`config.mk`:
```
export PLATFORM = sky130hd
export DESIGN_NAME = cell_pattern_rle_decoder
export DESIGN_NICKNAME = d
export VERILOG_FILES = /design/src/rtl/core/cprd_pkg.sv /design/src/rtl/core/cprd_decode.sv /design/src/rtl/core/cprd_step.sv /design/src/rtl/core/cell_pattern_rle_decoder.sv
export SDC_FILE = /design/constraint.sdc
export NUM_CORES = 1
export LEC_CHECK = 0
export BUFFER_PORTS_ARGS = -buffer_cell sky130_fd_sc_hd__buf_4
export CAP_MARGIN = 25
export CORE_ASPECT_RATIO = 0.9
export CORE_MARGIN = 10
export CORE_UTILIZATION = 64
export CTS_CLUSTER_DIAMETER = 40
export DETAILED_ROUTE_END_ITERATION = 10
export HOLD_SLACK_MARGIN = 0.1
export PLACE_DENSITY_LB_ADDON = 0.08
export SYNTH_ARGS = -nofsm -noshare
export SYNTH_HDL_FRONTEND = slang
export SYNTH_SLANG_ARGS = --single-unit
```
`constraint.sdc`:
```
create_clock -name clock -period 15.5 [get_ports clock]
set_clock_uncertainty 0.2 [all_clocks]
set_input_delay 1.55 -clock clock [delete_from_list [all_inputs] [get_ports clock]]
set_output_delay 1.55 -clock clock [all_outputs]
set_load 0.02 [all_outputs]
```
`src/rtl/core/cprd_pkg.sv`:
```
// ----------------------------------------------------------------------------
// cprd_pkg
// shared constants, types and small functions for the run-length pattern
// decoder
// ----------------------------------------------------------------------------
`default_nettype none

package cprd_pkg;

   // grid limits
   localparam int MAX_DIM   = 1024;
   localparam int DIM_W     = $clog2(MAX_DIM + 1);
   localparam int POS_W     = 10;
   localparam int SYM_W     = 8;
   localparam int LEVEL_W   = 8;
   localparam int PREFIX_W  = 4;
   localparam int LETTER_W  = 5;
   localparam int DIGIT_W   = 4;
   localparam int PROD_W    = DIM_W + 4;

   // csr
   localparam int CSR_ADDR_W = 3;
   localparam int CSR_DATA_W = 32;
   localparam logic [DIM_W-1:0] GRID_WIDTH_RESET  = DIM_W'(64);
   localparam logic [DIM_W-1:0] GRID_HEIGHT_RESET = DIM_W'(64);

   typedef enum logic [0:0] {
      REG_GRID_WIDTH  = 1'b0,
      REG_GRID_HEIGHT = 1'b1
   } reg_index_type;

   // character codes
   localparam logic [SYM_W-1:0] CH_BANG   = 8'h21;
   localparam logic [SYM_W-1:0] CH_DOLLAR = 8'h24;
   localparam logic [SYM_W-1:0] CH_DOT    = 8'h2E;
   localparam logic [SYM_W-1:0] CH_ZERO   = 8'h30;
   localparam logic [SYM_W-1:0] CH_NINE   = 8'h39;
   localparam logic [SYM_W-1:0] CH_UPPER_A = 8'h41;
   localparam logic [SYM_W-1:0] CH_UPPER_X = 8'h58;
   localparam logic [SYM_W-1:0] CH_LOWER_B = 8'h62;
   localparam logic [SYM_W-1:0] CH_LOWER_O = 8'h6F;
   localparam logic [SYM_W-1:0] CH_LOWER_P = 8'h70;
   localparam logic [SYM_W-1:0] CH_LOWER_Y = 8'h79;

   // levels
   localparam logic [LEVEL_W-1:0] LEVEL_FULL  = 8'd255;
   localparam logic [LEVEL_W-1:0] LEVEL_BLANK = 8'd0;
   localparam int LEVEL_SPAN  = 24;
   localparam int PREFIX_BASE = 25;
   localparam int DEC_RADIX   = 10;

   // decoded character
   typedef struct packed {
      logic                is_digit;
      logic [DIGIT_W-1:0]  digit;
      logic                is_letter;
      logic [LETTER_W-1:0] letter;
      logic                is_prefix;
      logic [PREFIX_W-1:0] prefix;
      logic                is_full;
      logic                is_blank;
      logic                is_row;
      logic                is_end;
   } sym_class_type;

   // one result item
   typedef struct packed {
      logic [POS_W-1:0]   row;
      logic [POS_W-1:0]   col;
      logic [DIM_W-1:0]   length;
      logic [LEVEL_W-1:0] level;
      logic               pattern_end;
      logic               clipped;
   } run_type;

   // register value used as 1..MAX_DIM
   function automatic logic [DIM_W-1:0] clamp_dim(input logic [DIM_W-1:0] v);
      logic [DIM_W-1:0] r;
      if (v == '0) begin
         r = DIM_W'(1);
      end else if (v > DIM_W'(MAX_DIM)) begin
         r = DIM_W'(MAX_DIM);
      end else begin
         r = v;
      end
      return r;
   endfunction

   // two-letter level, saturating at full
   function automatic logic [LEVEL_W-1:0] prefix_level(input logic [PREFIX_W-1:0] p,
                                                       input logic [LETTER_W-1:0] l);
      logic [LEVEL_W:0] sum;
      sum = 9'((9'(p) - 9'd1) * 9'(LEVEL_SPAN)) + 9'(l) + 9'(PREFIX_BASE);
      if (sum > 9'(LEVEL_FULL)) begin
         return LEVEL_FULL;
      end
      return sum[LEVEL_W-1:0];
   endfunction

endpackage

`default_nettype wire

```
`src/rtl/core/cprd_decode.sv`:
```
// ----------------------------------------------------------------------------
// cprd_decode
// sorts one pattern character into its class and value
// ----------------------------------------------------------------------------
`default_nettype none

module cprd_decode (
   input  wire logic [cprd_pkg::SYM_W-1:0] symbol,
   output cprd_pkg::sym_class_type         cls
);
   import cprd_pkg::*;

   logic [SYM_W-1:0] from_zero;
   logic [SYM_W-1:0] from_a;
   logic [SYM_W-1:0] from_p;

   assign from_zero = symbol - CH_ZERO;
   assign from_a    = symbol - CH_UPPER_A;
   assign from_p    = symbol - CH_LOWER_P;

   always_comb begin
      cls           = '0;
      cls.is_digit  = (symbol >= CH_ZERO) && (symbol <= CH_NINE);
      cls.digit     = from_zero[DIGIT_W-1:0];
      cls.is_letter = (symbol >= CH_UPPER_A) && (symbol <= CH_UPPER_X);
      cls.letter    = from_a[LETTER_W-1:0];
      cls.is_prefix = (symbol >= CH_LOWER_P) && (symbol <= CH_LOWER_Y);
      // 'p' is prefix 1, zero means none
      cls.prefix    = from_p[PREFIX_W-1:0] + PREFIX_W'(1);
      cls.is_full   = (symbol == CH_LOWER_O);
      cls.is_blank  = (symbol == CH_LOWER_B) || (symbol == CH_DOT);
      cls.is_row    = (symbol == CH_DOLLAR);
      cls.is_end    = (symbol == CH_BANG);
   end

endmodule

`default_nettype wire

```
`src/rtl/core/cprd_step.sv`:
```
// ----------------------------------------------------------------------------
// cprd_step
// decoder state (count, prefix, position, end flag) and the run builder
// ----------------------------------------------------------------------------
`default_nettype none

module cprd_step (
   input  wire logic                       clock,
   input  wire logic                       reset,
   input  wire logic                       advance,
   input  wire cprd_pkg::sym_class_type    cls,
   input  wire logic [cprd_pkg::DIM_W-1:0] width,
   input  wire logic [cprd_pkg::DIM_W-1:0] height,
   output logic                            emit,
   output cprd_pkg::run_type               run
);
   import cprd_pkg::*;

   logic [DIM_W-1:0]    count_ff,  count_in;
   logic [PREFIX_W-1:0] prefix_ff, prefix_in;
   logic [DIM_W-1:0]    row_ff,    row_in;
   logic [DIM_W-1:0]    col_ff,    col_in;
   logic                finished_ff, finished_in;

   logic [DIM_W-1:0]   n;
   logic [DIM_W-1:0]   room;
   logic [DIM_W-1:0]   len;
   logic               fits;
   logic               cut;
   logic               off_rows;
   logic [DIM_W-1:0]   row_c;
   logic [DIM_W-1:0]   col_c;
   logic [LEVEL_W-1:0] level;
   logic               is_cell;
   logic [PROD_W-1:0]  count_next;
   logic [DIM_W:0]     row_sum;

   assign n        = (count_ff == '0) ? DIM_W'(1) : count_ff;
   assign room     = (col_ff < width) ? (width - col_ff) : '0;
   assign fits     = n < room;
   assign cut      = n > room;
   assign len      = fits ? n : room;
   assign off_rows = row_ff >= height;
   assign row_c    = off_rows ? (height - DIM_W'(1)) : row_ff;
   assign col_c    = (col_ff < width) ? col_ff : (width - DIM_W'(1));
   assign is_cell  = cls.is_letter || cls.is_full || cls.is_blank;
   assign emit     = !finished_ff && (is_cell || cls.is_end);

   assign count_next = PROD_W'(count_ff) * PROD_W'(DEC_RADIX) + PROD_W'(cls.digit);
   assign row_sum    = (DIM_W+1)'(row_ff) + (DIM_W+1)'(n);

   always_comb begin
      priority if (cls.is_letter) begin
         level = (prefix_ff != '0) ? prefix_level(prefix_ff, cls.letter)
                                   : LEVEL_W'(cls.letter) + LEVEL_W'(1);
      end else if (cls.is_full) begin
         level = LEVEL_FULL;
      end else begin
         level = LEVEL_BLANK;
      end
   end

   always_comb begin
      run.row = row_c[POS_W-1:0];
      run.col = col_c[POS_W-1:0];
      if (cls.is_end) begin
         run.length      = '0;
         run.level       = LEVEL_BLANK;
         run.pattern_end = 1'b1;
         run.clipped     = 1'b0;
      end else begin
         run.length      = off_rows ? '0 : len;
         run.level       = level;
         run.pattern_end = 1'b0;
         run.clipped     = off_rows || cut;
      end
   end

   always_comb begin
      count_in    = count_ff;
      prefix_in   = prefix_ff;
      row_in      = row_ff;
      col_in      = col_ff;
      finished_in = finished_ff;
      if (advance && !finished_ff) begin
         priority if (cls.is_digit) begin
            count_in  = (count_next > PROD_W'(MAX_DIM)) ? DIM_W'(MAX_DIM)
                                                        : count_next[DIM_W-1:0];
            prefix_in = '0;
         end else if (is_cell) begin
            col_in    = fits ? (col_ff + n) : width;
            count_in  = '0;
            prefix_in = '0;
         end else if (cls.is_prefix) begin
            prefix_in = cls.prefix;
         end else if (cls.is_row) begin
            row_in    = (row_sum > (DIM_W+1)'(height)) ? height : row_sum[DIM_W-1:0];
            col_in    = '0;
            count_in  = '0;
            prefix_in = '0;
         end else if (cls.is_end) begin
            count_in    = '0;
            prefix_in   = '0;
            finished_in = 1'b1;
         end else begin
            // anything else leaves the state alone
            count_in = count_ff;
         end
      end
   end

   always_ff @(posedge clock) begin
      if (reset) begin
         count_ff    <= '0;
         prefix_ff   <= '0;
         row_ff      <= '0;
         col_ff      <= '0;
         finished_ff <= 1'b0;
      end else begin
         count_ff    <= count_in;
         prefix_ff   <= prefix_in;
         row_ff      <= row_in;
         col_ff      <= col_in;
         finished_ff <= finished_in;
      end
   end

endmodule

`default_nettype wire

```
`src/rtl/core/cell_pattern_rle_decoder.sv`:
```
// ----------------------------------------------------------------------------
// cell_pattern_rle_decoder
// multistate run-length pattern decoder, one character per item in, one run
// item out per cell symbol and one end item for the terminating character
// ----------------------------------------------------------------------------
//
//   channel   direction  ports    payload
//   req       in         valid/ready  symbol (8b ascii)
//   rsp       out        valid/ready  run_row, run_col, run_length,
//                                     cell_level, pattern_end, clipped
//   csr       in/out     apb-style    grid_width @0x0, grid_height @0x4
//
// one item per cycle sustained while no stall holds it: an item waits in
// the input register, is decoded and applied to the state on its way out,
// and its run or end item (if any) lands in the result register that drives rsp_valid
// the only stall is a cell or end item meeting a full result register that
// is not being taken that cycle; digits, prefixes, row moves and ignored
// characters pass through the input register even then
// synchronous active-high reset clears the position, count, prefix and end
// flag and sets both grid registers to 64; no clearing pass
//
`default_nettype none

module cell_pattern_rle_decoder (
   input  wire logic                            clock,
   input  wire logic                            reset,
   // input channel
   input  wire logic                            req_valid,
   output logic                                 req_ready,
   input  wire logic [cprd_pkg::SYM_W-1:0]      req_symbol,
   // result channel
   output logic                                 rsp_valid,
   input  wire logic                            rsp_ready,
   output logic [cprd_pkg::POS_W-1:0]           rsp_run_row,
   output logic [cprd_pkg::POS_W-1:0]           rsp_run_col,
   output logic [cprd_pkg::DIM_W-1:0]           rsp_run_length,
   output logic [cprd_pkg::LEVEL_W-1:0]         rsp_cell_level,
   output logic                                 rsp_pattern_end,
   output logic                                 rsp_clipped,
   // configuration
   input  wire logic                            csr_psel,
   input  wire logic                            csr_penable,
   input  wire logic                            csr_pwrite,
   input  wire logic [cprd_pkg::CSR_ADDR_W-1:0] csr_paddr,
   input  wire logic [cprd_pkg::CSR_DATA_W-1:0] csr_pwdata,
   output logic [cprd_pkg::CSR_DATA_W-1:0]      csr_prdata,
   output logic                                 csr_pready
);
   import cprd_pkg::*;

   // grid registers
   logic [DIM_W-1:0] grid_width_ff,  grid_width_in;
   logic [DIM_W-1:0] grid_height_ff, grid_height_in;
   logic [DIM_W-1:0] width_c;
   logic [DIM_W-1:0] height_c;
   reg_index_type    csr_index;
   logic             csr_write;

   // input register
   logic             in_valid_ff, in_valid_in;
   logic [SYM_W-1:0] in_symbol_ff, in_symbol_in;

   // result register
   logic             out_valid_ff, out_valid_in;
   run_type          out_run_ff, out_run_in;

   sym_class_type    cls;
   logic             emit;
   logic             advance;
   run_type          run;

   // ---------------------------------------------------------------- csr
   assign csr_pready = 1'b1;
   assign csr_index  = reg_index_type'(csr_paddr[2]);
   assign csr_write  = csr_psel && csr_penable && csr_pwrite && csr_pready;

   always_comb begin
      grid_width_in  = grid_width_ff;
      grid_height_in = grid_height_ff;
      if (csr_write) begin
         unique case (csr_index)
            REG_GRID_WIDTH:  grid_width_in  = csr_pwdata[DIM_W-1:0];
            REG_GRID_HEIGHT: grid_height_in = csr_pwdata[DIM_W-1:0];
            default:         grid_width_in  = grid_width_ff;
         endcase
      end
   end

   always_comb begin
      unique case (csr_index)
         REG_GRID_WIDTH:  csr_prdata = CSR_DATA_W'(grid_width_ff);
         REG_GRID_HEIGHT: csr_prdata = CSR_DATA_W'(grid_height_ff);
         default:         csr_prdata = '0;
      endcase
   end

   // registers are used as 1..MAX_DIM
   assign width_c  = clamp_dim(grid_width_ff);
   assign height_c = clamp_dim(grid_height_ff);

   // ---------------------------------------------------------------- datapath
   cprd_decode u_decode (
      .symbol (in_symbol_ff),
      .cls    (cls)
   );

   cprd_step u_step (
      .clock   (clock),
      .reset   (reset),
      .advance (advance),
      .cls     (cls),
      .width   (width_c),
      .height  (height_c),
      .emit    (emit),
      .run     (run)
   );

   // an item leaves the input register unless it makes a run or end item and the result
   // register stays occupied
   assign advance   = in_valid_ff && (!emit || !out_valid_ff || rsp_ready);
   assign req_ready = !in_valid_ff || advance;

   always_comb begin
      in_valid_in  = in_valid_ff;
      in_symbol_in = in_symbol_ff;
      if (req_ready) begin
         in_valid_in  = req_valid;
         in_symbol_in = req_symbol;
      end
   end

   always_comb begin
      out_valid_in = out_valid_ff;
      out_run_in   = out_run_ff;
      if (advance && emit) begin
         out_valid_in = 1'b1;
         out_run_in   = run;
      end else if (rsp_ready) begin
         out_valid_in = 1'b0;
      end
   end

   always_ff @(posedge clock) begin
      if (reset) begin
         grid_width_ff  <= GRID_WIDTH_RESET;
         grid_height_ff <= GRID_HEIGHT_RESET;
         in_valid_ff    <= 1'b0;
         out_valid_ff   <= 1'b0;
      end else begin
         grid_width_ff  <= grid_width_in;
         grid_height_ff <= grid_height_in;
         in_valid_ff    <= in_valid_in;
         out_valid_ff   <= out_valid_in;
      end
   end

   // payload registers, no reset
   always_ff @(posedge clock) begin
      in_symbol_ff <= in_symbol_in;
      out_run_ff   <= out_run_in;
   end

   // ---------------------------------------------------------------- outputs
   assign rsp_valid       = out_valid_ff;
   assign rsp_run_row     = out_run_ff.row;
   assign rsp_run_col     = out_run_ff.col;
   assign rsp_run_length  = out_run_ff.length;
   assign rsp_cell_level  = out_run_ff.level;
   assign rsp_pattern_end = out_run_ff.pattern_end;
   assign rsp_clipped     = out_run_ff.clipped;

endmodule

`default_nettype wire

```
==> results of run 1 <==
==> cells in the mapped netlist (all sizes together) (6+ instances only) <==
cell / instances
nand2: 123
ha: 106
a21oi: 74
inv: 66
dfxtp: 62
nor2: 60
o21ai: 50
edfxtp: 49
nand3: 42
xnor2: 36
buf: 35
clkbuf: 35
xor2: 26
nor3: 24
mux2: 21
a31oi: 20
nor2b: 19
a21o: 17
mux2i: 15
nor4: 13
o2bb2ai: 13
o211ai: 12
nand4: 11
o21a: 11
o31ai: 11
nand2b: 10
and2: 8
and3: 8
o32ai: 8
fa: 6
o311ai: 6
or2: 6
==> registers in the layout (all words and copies together) (netlist names), 4 cells and up <==
register          flops
in_symbol_ff          8
rsp_run_length       11
grid_height_ff       11
u_step.count_ff      11
grid_width_ff        11
u_step.col_ff        11
rsp_run_col          10
u_step.prefix_ff      4
u_step.row_ff        11
rsp_cell_level        8
rsp_run_row          10
==> placed cells by master, fill, tap and decap left out, types with 10 or more instances in the layout <==
master	count
ha_1	106
inv_1	65
mux2i_1	15
o21a_1	11
xor2_1	25
a31oi_1	19
clkbuf_16	10
o2bb2ai_1	12
nor2_1	59
o211ai_1	12
nand4_1	11
nand2_1	123
nand3_1	42
conb_1	22
nor3_1	24
a21o_1	17
mux2_2	21
dfxtp_1	62
xnor2_1	36
nand2b_1	10
nor2b_1	19
a21oi_1	73
nor4_1	11
o21ai_0	45
buf_4	83
edfxtp_1	49
==> stage by stage <==
| stage | setup WS (ps) | hold WS (ps) | area [um^2] | instances | power (mW) |
|---|---|---|---|---|---|
| 2_1_floorplan | 10180 | 250 | 9370 | 1099 | 0.421 |
| 3_3_place_gp | 9510 | 273 | 9870 | 1305 | 0.450 |
| 3_5_place_dp | 9560 | 284 | 9880 | 1306 | 0.452 |
| 4_1_cts | 9460 | 297 | 10200 | 1322 | 0.702 |
| 5_1_grt | 9080 | 316 | 10200 | 1323 | 0.730 |
| 6_report | 9360 | 300 | 10200 | 1323 | 0.704 |
==> cell type report <==
cell class / instances / area share, %
Clock buffer: 10 / 2.45
Clock inverter: 6 / 0.722
Inverter: 66 / 2.42
Multi-Input combinational cell: 852 / 59.1
Sequential cell: 111 / 26.5
Tap cell: 193 / 2.36
Timing Repair Buffer: 85 / 6.47
==> cells by family (layout without fill, tap and decap cells) <==
kind of cell / count (synthesis) / in the layout
flip-flops: 111 / 111
buffers and inverters: 136 / 167
XOR/XNOR: 62 / 62
AO/OA/AOI/OAI: 266 / 266
adder cells (fa/ha/maj): 112 / 112
other: 2 / 22
multiplexers: 36 / 36
AND/OR/NAND/NOR: 354 / 354
==> power by group through the flow <==
stage	Sequential [mW]	Combinational [mW]	Clock [mW]
after global routing	0.318	0.144	0.268
after CTS	0.317	0.129	0.256
final	0.317	0.131	0.255
after detailed placement	0.324	0.128	0
after floorplan	0.323	0.0983	0
after global placement	0.324	0.126	0
==> per-layer routing <==
layer	global-route usage, %	up-vias	wire [um]
met5	0	-	0
met2	41.0	299	11700
met1	31.0	3858	10600
li1	-	3976	-
met3	5.01	41	1610
met4	6.71	0	414
==> critical path: stages (launching register included) <==
cell	delay, ps
dfxtp_1	410
or4_1	600
or3_4	390
nor4_1	210
nor2_1	90
nor2_1	100
inv_1	90
ha_1	190
nor2b_1	100
o21ai_0	90
a21boi_0	590
o211ai_1	220
o21ai_2	210
buf_4	380
nand2_1	100
ha_1	300
nor2b_1	130
o211ai_1	170
a31oi_1	150
o31ai_4	450
buf_4	370
mux2_2	390
o2bb2ai_1	140
==> worst max-delay path by stage <==
stage	startpoint	endpoint	slack [ps]	cells past startpoint
final	grid_width_ff[5]	u_step.col_ff[1]	9360	22
after global routing	grid_width_ff[5]	u_step.col_ff[1]	9080	22
after CTS	grid_width_ff[5]	u_step.col_ff[1]	9460	22
after detailed placement	grid_width_ff[5]	u_step.col_ff[1]	9560	22
after global placement	grid_width_ff[5]	u_step.col_ff[1]	9510	22
after floorplan	grid_width_ff[5]	rsp_clipped	10180	23
==> results.yml, run 1 <==
sta:
  maxSlewHeadroom_pct: 44.1
  setup_viol: 0
  hold_violations: 0
  worst_pin_slew_ps: 836
  fin_crit_sh_pct: 39.6
  fmax_ghz: 0.163
  final.setup.tns_ps: 0
  layout_min_cycle_time_ps: 6140
  rsz0062_at_grt: "no"
  slew_viol_final: 0
power_and_ir_drop:
  pwr-share-comb_pct: 18.6
  p_clk_share_pct: 36.3
  intPower_uw: 499
  power_density_mw_per_mm2: 68.8
  ir_drop_mv: 0.0556
  p_sw_uw: 205
  p_seq_share_pct: 45.1
  swShare_pct: 29.1
  total_leakage_power_nw: 4.41
logic_synthesis:
  synth_area_mm2: 0.00930
  yosys.area_share.simple_pct: 18.9
  netlist_instances: 1079
  synth_top_cell_area_share_pct: 15.8
  synth-edff-count: 49
  synth_ff_type: "dfxtp_1"
  synthArstFlopShare_pct: 0
  yosys.area_share.adder_pct: 15.6
  yosys.area.top_type: "edfxtp_1"
  synth-compound-area-share_pct: 19.4
  synth.area.top_cells: "edfxtp_1 16%, ha_1 14%, dfxtp_1 13%, nand2_1 5.0%, a21oi_1 3.9%"
  yosysSeqAreaShare_pct: 29.2
  synthMuxAreaShare_pct: 4.16
  synth.avg_cell_area_um2: 8.62
  synth_xor_area_share_pct: 5.92
  synth_top_family_by_area: "compound AO/OA/AOI/OAI gates"
  synth.ff_latch_count: 111
  ys.warnings.count: 0
  synth_cell_types: 81
global_route:
  grt_overflow: 0
  grt_pass1_vias: 7909
  grt_max_degree: 43
  grt_usage_pct: 24.4
  grt_pass1_wl_mm: 40.1
  antenna_found_initial: 0
clocking:
  hold_buffers: 0
  post_cts_buffers: 0
  root_buffer: "clkbuf_16"
  path_clk_slew_ps: 80
  cts_buffer_depth: 2
  cts.sinks: 111
  cts_resized: 0
  cts_max_level: 3
  cts_buffers: 9
  cts_tree: "done"
  clk_latency_ps: 370
worst_setup_path:
  cp.required_ps: 15600
  reg2reg_depth: 22
  worstSetupPathType: "register to register"
  reg2reg_from: "grid_width_ff[5]"
  regToRegEndpoint: "u_step.col_ff[1]"
  rrSetupSlack_ps: 9360
  start_kind: "register"
  critical_path_arrival_ps: 6240
  cp_max_fo: 30
  endpoint_kind: "register"
floorplanning:
  die_h_um: 134
  rows: 41
  dieArea_mm2: 0.0198
  initial_core_util_pct: 65.9
  core-area_mm2: 0.0141
  chipWidth_um: 147
  ios: 126
final_layout:
  fin_util_pct: 72.5
  seq_area_mm2: 0.00271
  drive_gt1_share_pct: 13.6
  areaGrowthSynthToFinish_pct: 10.0
  nets: 1287
  multi_input_comb_area_mm2: 0.00604
  n_fill_cell: 1137
  diodes: 0
placed_design:
  dp_hpwl_mm: 18.6
  gp_congestion: 0.945
  io_buffer_count: 80
drt:
  wl_mm: 24.3
  viasPerCell: 6.18
  drc: 0
  firstDrtPassIters: 6
  postRouteAntennaNets: 0
  num_vias: 8174
  drt-initial-drc-count: 697
  routedWlPerCell_um: 18.4
worst_hold_path:
  min_to: "u_step.col_ff[2]"
  worstHoldPathCells: 1
  hold_path.class: "register to register"
  hold_start: "u_step.col_ff[2]"
job:
  max_cap_violations: 0
status:
  status: "completed"
No activity file was read; power rests on OpenSTA's default activity.
==> run 2: changes to the inputs <==
--- a/config.mk
+++ b/config.mk
@@ -9,7 +9,7 @@
 export CAP_MARGIN = 25
 export CORE_ASPECT_RATIO = 0.9
 export CORE_MARGIN = 10
-export CORE_UTILIZATION = 64
+export CORE_UTILIZATION = 59
 export CTS_CLUSTER_DIAMETER = 40
 export DETAILED_ROUTE_END_ITERATION = 10
 export HOLD_SLACK_MARGIN = 0.1
==> constraint.sdc (replaced) <==
create_clock -name clock -period 6 [get_ports clock]
set_clock_uncertainty 0.2 [all_clocks]
set_input_delay 0.6 -clock clock [delete_from_list [all_inputs] [get_ports clock]]
set_output_delay 0.6 -clock clock [all_outputs]
set_load 0.02 [all_outputs]
==> results.yml, run 2 (same netlist as run 1, synthesis figures left out) <==
status:
  status: "completed"
floorplanning:
  die_h_um: 139
  initial_core_util_pct: 60.2
  rows: 43
  ios: 126
  core-area_mm2: 0.0154
  chipWidth_um: 152
  dieArea_mm2: 0.0212
global_route:
  grt_usage_pct: 21.7
  grt_max_degree: 43
  antenna_found_initial: 0
  grt_pass1_wl_mm: 38.8
  grt_pass1_vias: 7592
  grt_overflow: 0
final_layout:
  fin_util_pct: 67.1
  diodes: 0
  final_common_cell: "nand2_1"
  multi_input_comb_area_mm2: 0.00604
  n_fill_cell: 1332
  seq_area_mm2: 0.00271
  drive_gt1_share_pct: 14.7
  areaGrowthSynthToFinish_pct: 11.4
  nets: 1303
  mostFrequentLayoutCells: "123 x nand2_1, 106 x ha_1, 99 x buf_4"
  fin_area_mm2: 0.0104
clocking:
  cts_resized: 0
  post_cts_buffers: 0
  cts_max_level: 3
  cts_tree: "done"
  path_clk_slew_ps: 80
  cts_buffer_depth: 2
  cts.sinks: 111
  root_buffer: "clkbuf_16"
  cts_buffers: 9
  hold_buffers: 0
  clk_latency_ps: 370
job:
  max_cap_violations: 0
drt:
  viasPerCell: 5.95
  postRouteAntennaNets: 0
  drc: 0
  routedWlPerCell_um: 17.6
  drt-initial-drc-count: 479
  wl_mm: 23.8
  num_vias: 8019
  firstDrtPassIters: 5
worst_setup_path:
  worstSetupPathType: "register to register"
  cp.required_ps: 5910
  critical_path_arrival_ps: 5180
  start_kind: "register"
  endpoint_kind: "register"
  cp_max_fo: 21
sta:
  layout_min_cycle_time_ps: 5270
  hold_slack_ps: 204
  hold_violations: 0
  worst_pin_slew_ps: 865
  fmax_ghz: 0.190
  final.setup.tns_ps: 0
  slew_viol_final: 0
  maxSlewHeadroom_pct: 42.1
  rsz0062_at_grt: "no"
  fin_crit_sh_pct: 87.8
  setup_viol: 0
worst_hold_path:
  hold_path.class: "input pin to register"
placed_design:
  dp_hpwl_mm: 18.6
  place_area_mm2: 0.0100
  io_buffer_count: 80
  gp_congestion: 0.953
power_and_ir_drop:
  total_leakage_power_nw: 4.49
  finalPower_mw: 1.81
  ir_drop_mv: 0.141
  power_density_mw_per_mm2: 174
[run 2: cell count changes in the layout (fill, tap and decap cells not counted), sizes merged]
cell and change:
buf +16, bufinv -1, clkinv -2, clkbuf +4, inv -1
[run 2: path summary, 6_finish.rpt]
| kind | slack (ps) | end | start | cells after the start |
|---|---|---|---|---|
| max | 730 | rsp_run_length[5] | grid_width_ff[3] | 22 |
| min reg2reg | 290 | u_step.count_ff[6] | u_step.count_ff[6] | 2 |
| min | 200 | in_symbol_ff[6] | req_symbol[6] | 1 |
| max reg2reg | 730 | rsp_run_length[5] | grid_width_ff[3] | 22 |
[run 2: worst max-delay path: stages (launching register included)]
cell and delay (ps):
dfxtp_1 390, or4_1 530, or3_4 390, nor4_1 220, nor2_1 100, nor2_1 90
inv_1 70, ha_1 320, nand4_1 110, nor4_1 420, nor3b_1 110, o211ai_1 130
o21ai_2 280, nand2_1 160, ha_1 250, nor2b_1 130, o211ai_1 150, a31oi_1 150
o31ai_4 240, buf_4 250, inv_2 120, o211ai_1 110, a21oi_1 90
[run 2: through the flow]
step	cells	setup WS, ps
6_report	1348	735
5_1_grt	1348	298
4_1_cts	1347	797
3_5_place_dp	1331	819
3_3_place_gp	1330	920
2_1_floorplan	1099	678
[run 2: layout make-up]
cell class                      instances  area share [%]
Inverter                               66            2.39
Clock buffer                           14            2.96
Tap cell                              202            2.44
Timing Repair Buffer                  101            7.55
Multi-Input combinational cell        852            58.3
Clock inverter                          2           0.145
Sequential cell                       111            26.2
[run 2: where the power goes]
| group | switching [mW] | internal (mW) |
|---|---|---|
| Sequential | 0.0144 | 0.804 |
| Clock | 0.290 | 0.358 |
| Combinational | 0.207 | 0.133 |
| Total | 0.512 | 1.29 |
[run 2: per-layer routing]
metal | share of wire (%) | wire [um] | up-vias | GRT usage, %
met5 | 0 | 0 | - | 0
met3 | 6.3 | 1490 | 39 | 5.40
met1 | 45 | 10600 | 3752 | 27.8
met2 | 47 | 11200 | 218 | 35.6
met4 | 2.1 | 488 | 0 | 5.92
li1 | - | - | 4010 | -
==> run 3: changes to the inputs <==
--- a/config.mk
+++ b/config.mk
@@ -14,6 +14,7 @@
 export DETAILED_ROUTE_END_ITERATION = 10
 export HOLD_SLACK_MARGIN = 0.1
 export PLACE_DENSITY_LB_ADDON = 0.08
+export REMOVE_ABC_BUFFERS = 1
 export SYNTH_ARGS = -nofsm -noshare
 export SYNTH_HDL_FRONTEND = slang
 export SYNTH_SLANG_ARGS = --single-unit
==> results.yml, run 3 (same netlist as run 1, synthesis figures left out) <==
worst_hold_path:
  hold_path.class: "input pin to register"
power_and_ir_drop:
  finalPower_mw: 1.77
  total_leakage_power_nw: 4.47
  ir_drop_mv: 0.144
  intPower_mw: 1.27
  p_clk_share_pct: 34.7
  swShare_pct: 28.3
  power_density_mw_per_mm2: 171
  pwr-share-comb_pct: 19.0
  p_seq_share_pct: 46.2
  p_sw_uw: 501
drt:
  drc: 0
  firstDrtPassIters: 5
  viasPerCell: 6.00
  met1_length_mm: 11.4
  wl_met2_mm: 10.9
  routedWlPerCell_um: 18.0
  wl_mm: 24.3
  top_layer_used: "met4"
  postRouteAntennaNets: 0
  num_vias: 8079
  drt-initial-drc-count: 589
  wl_met3_mm: 1.42
floorplanning:
  initial_core_util_pct: 60.2
  die_h_um: 139
  dieArea_mm2: 0.0212
  chipWidth_um: 152
  ios: 126
  core-area_mm2: 0.0154
  rows: 43
clocking:
  root_buffer: "clkbuf_16"
  post_cts_buffers: 0
  cts_resized: 0
  cts_max_level: 3
  cts_buffers: 9
  cts_tree: "done"
  clk_latency_ps: 360
  path_clk_slew_ps: 70
  cts_buffer_depth: 2
  cts.sinks: 111
  hold_buffers: 0
sta:
  setup_viol: 0
  final.setup.tns_ps: 0
  fin_crit_sh_pct: 90.6
  hold_violations: 0
  worst_pin_slew_ps: 979
  maxSlewHeadroom_pct: 34.5
  rsz0062_at_grt: "no"
  fmax_ghz: 0.184
  layout_min_cycle_time_ps: 5440
  slew_viol_final: 0
  hold_slack_ps: 217
final_layout:
  seq_area_mm2: 0.00271
  nets: 1302
  final_common_cell: "nand2_1"
  multi_input_comb_area_mm2: 0.00604
  drive_gt1_share_pct: 14.7
  diodes: 0
  fin_util_pct: 66.9
  areaGrowthSynthToFinish_pct: 11.1
  n_fill_cell: 1325
  mostFrequentLayoutCells: "123 x nand2_1, 106 x ha_1, 99 x buf_4"
worst_setup_path:
  cp-endpoint: "u_step.row_ff[6]"
  regToRegEndpoint: "u_step.row_ff[6]"
  rrSetupSlack_ps: 560
  cp.required_ps: 6040
  cp_top_family: "compound AO/OA/AOI/OAI gates"
  worst-path-buf-inv: 2
  worstSetupPathType: "register to register"
  start_kind: "register"
  max_stage_delay_ps: 620
  cp_max_fo: 9
  endpoint_kind: "register"
  cp-startpoint: "u_step.count_ff[8]"
  slowest_stage: "a2111oi_0"
  path_cells: "nor4_1 -> a41oi_1 -> inv_1 -> ha_1 -> fa_1 -> a21o_1 -> a2111oi_0 -> buf_4 -> nor2_1 -> xnor2_1 -> ha_1 -> a21o_1 -> a2111oi_2 -> and3b_1 -> o21bai_1 -> o31a_1 -> o21ai_0 -> a21oi_1"
  reg2reg_from: "u_step.count_ff[8]"
  reg2reg_depth: 18
  critical_path_arrival_ps: 5480
  critical_path_depth: 18
global_route:
  grt_pass1_wl_mm: 39.7
  antenna_found_initial: 0
  grt_overflow: 0
  grt_pass1_vias: 7841
  grt_usage_pct: 22.2
  grt_max_degree: 43
placed_design:
  io_buffer_count: 80
  dp_hpwl_mm: 18.7
  gp_congestion: 0.906
job:
  max_cap_violations: 0
status:
  status: "completed"
run 3: power groups by stage:
stage / clock network (mW) / logic [mW] / registers [mW]
after floorplan: 0 / 0.229 / 0.837
after global placement: 0 / 0.327 / 0.835
after detailed placement: 0 / 0.331 / 0.836
after CTS: 0.623 / 0.332 / 0.818
after global routing: 0.652 / 0.373 / 0.820
final: 0.615 / 0.337 / 0.819
run 3: layer usage:
metal	up-vias	track usage [%]
li1	3999	-
met1	3796	30.4
met2	243	35.1
met3	41	3.81
met4	0	6.33
met5	-	0
run 3: area by class of cell:
type,count,area share [%]
Multi-Input combinational cell,852,58.5
Sequential cell,111,26.3
Timing Repair Buffer,100,7.46
Tap cell,202,2.45
Inverter,66,2.40
Clock buffer,10,2.31
Clock inverter,6,0.582
run 3: worst reg2reg max path: stages, from the launching register on:
cell       delay, ps
dfxtp_1          350
nor4_1            80
a41oi_1          310
inv_1            260
ha_1             300
fa_1             410
a21o_1           210
a2111oi_0        620
buf_4            230
nor2_1            50
xnor2_1          180
ha_1             280
a21o_1           210
a2111oi_2        380
and3b_1          250
o21bai_1         170
o31a_1           440
o21ai_0          300
a21oi_1          100
run 3: how the worst min path moves through the flow:
stage                             from                 end  slack [ps]  depth (start not counted)
floorplan           u_step.finished_ff  u_step.finished_ff         250                          2
global route             req_symbol[7]     in_symbol_ff[7]         210                          1
global placement    u_step.finished_ff  u_step.finished_ff         260                          2
finish                   req_symbol[7]     in_symbol_ff[7]         220                          1
CTS                      req_symbol[7]     in_symbol_ff[7]         210                          1
detailed placement  u_step.count_ff[6]  u_step.count_ff[6]         270                          2
run 3: per-stage QoR:
step	setup WS, ps	area [um^2]	instances
2_1_floorplan	-506	8990	1029
3_3_place_gp	804	10000	1330
3_5_place_dp	658	10000	1330
4_1_cts	645	10300	1346
5_1_grt	207	10300	1347
6_report	564	10300	1347
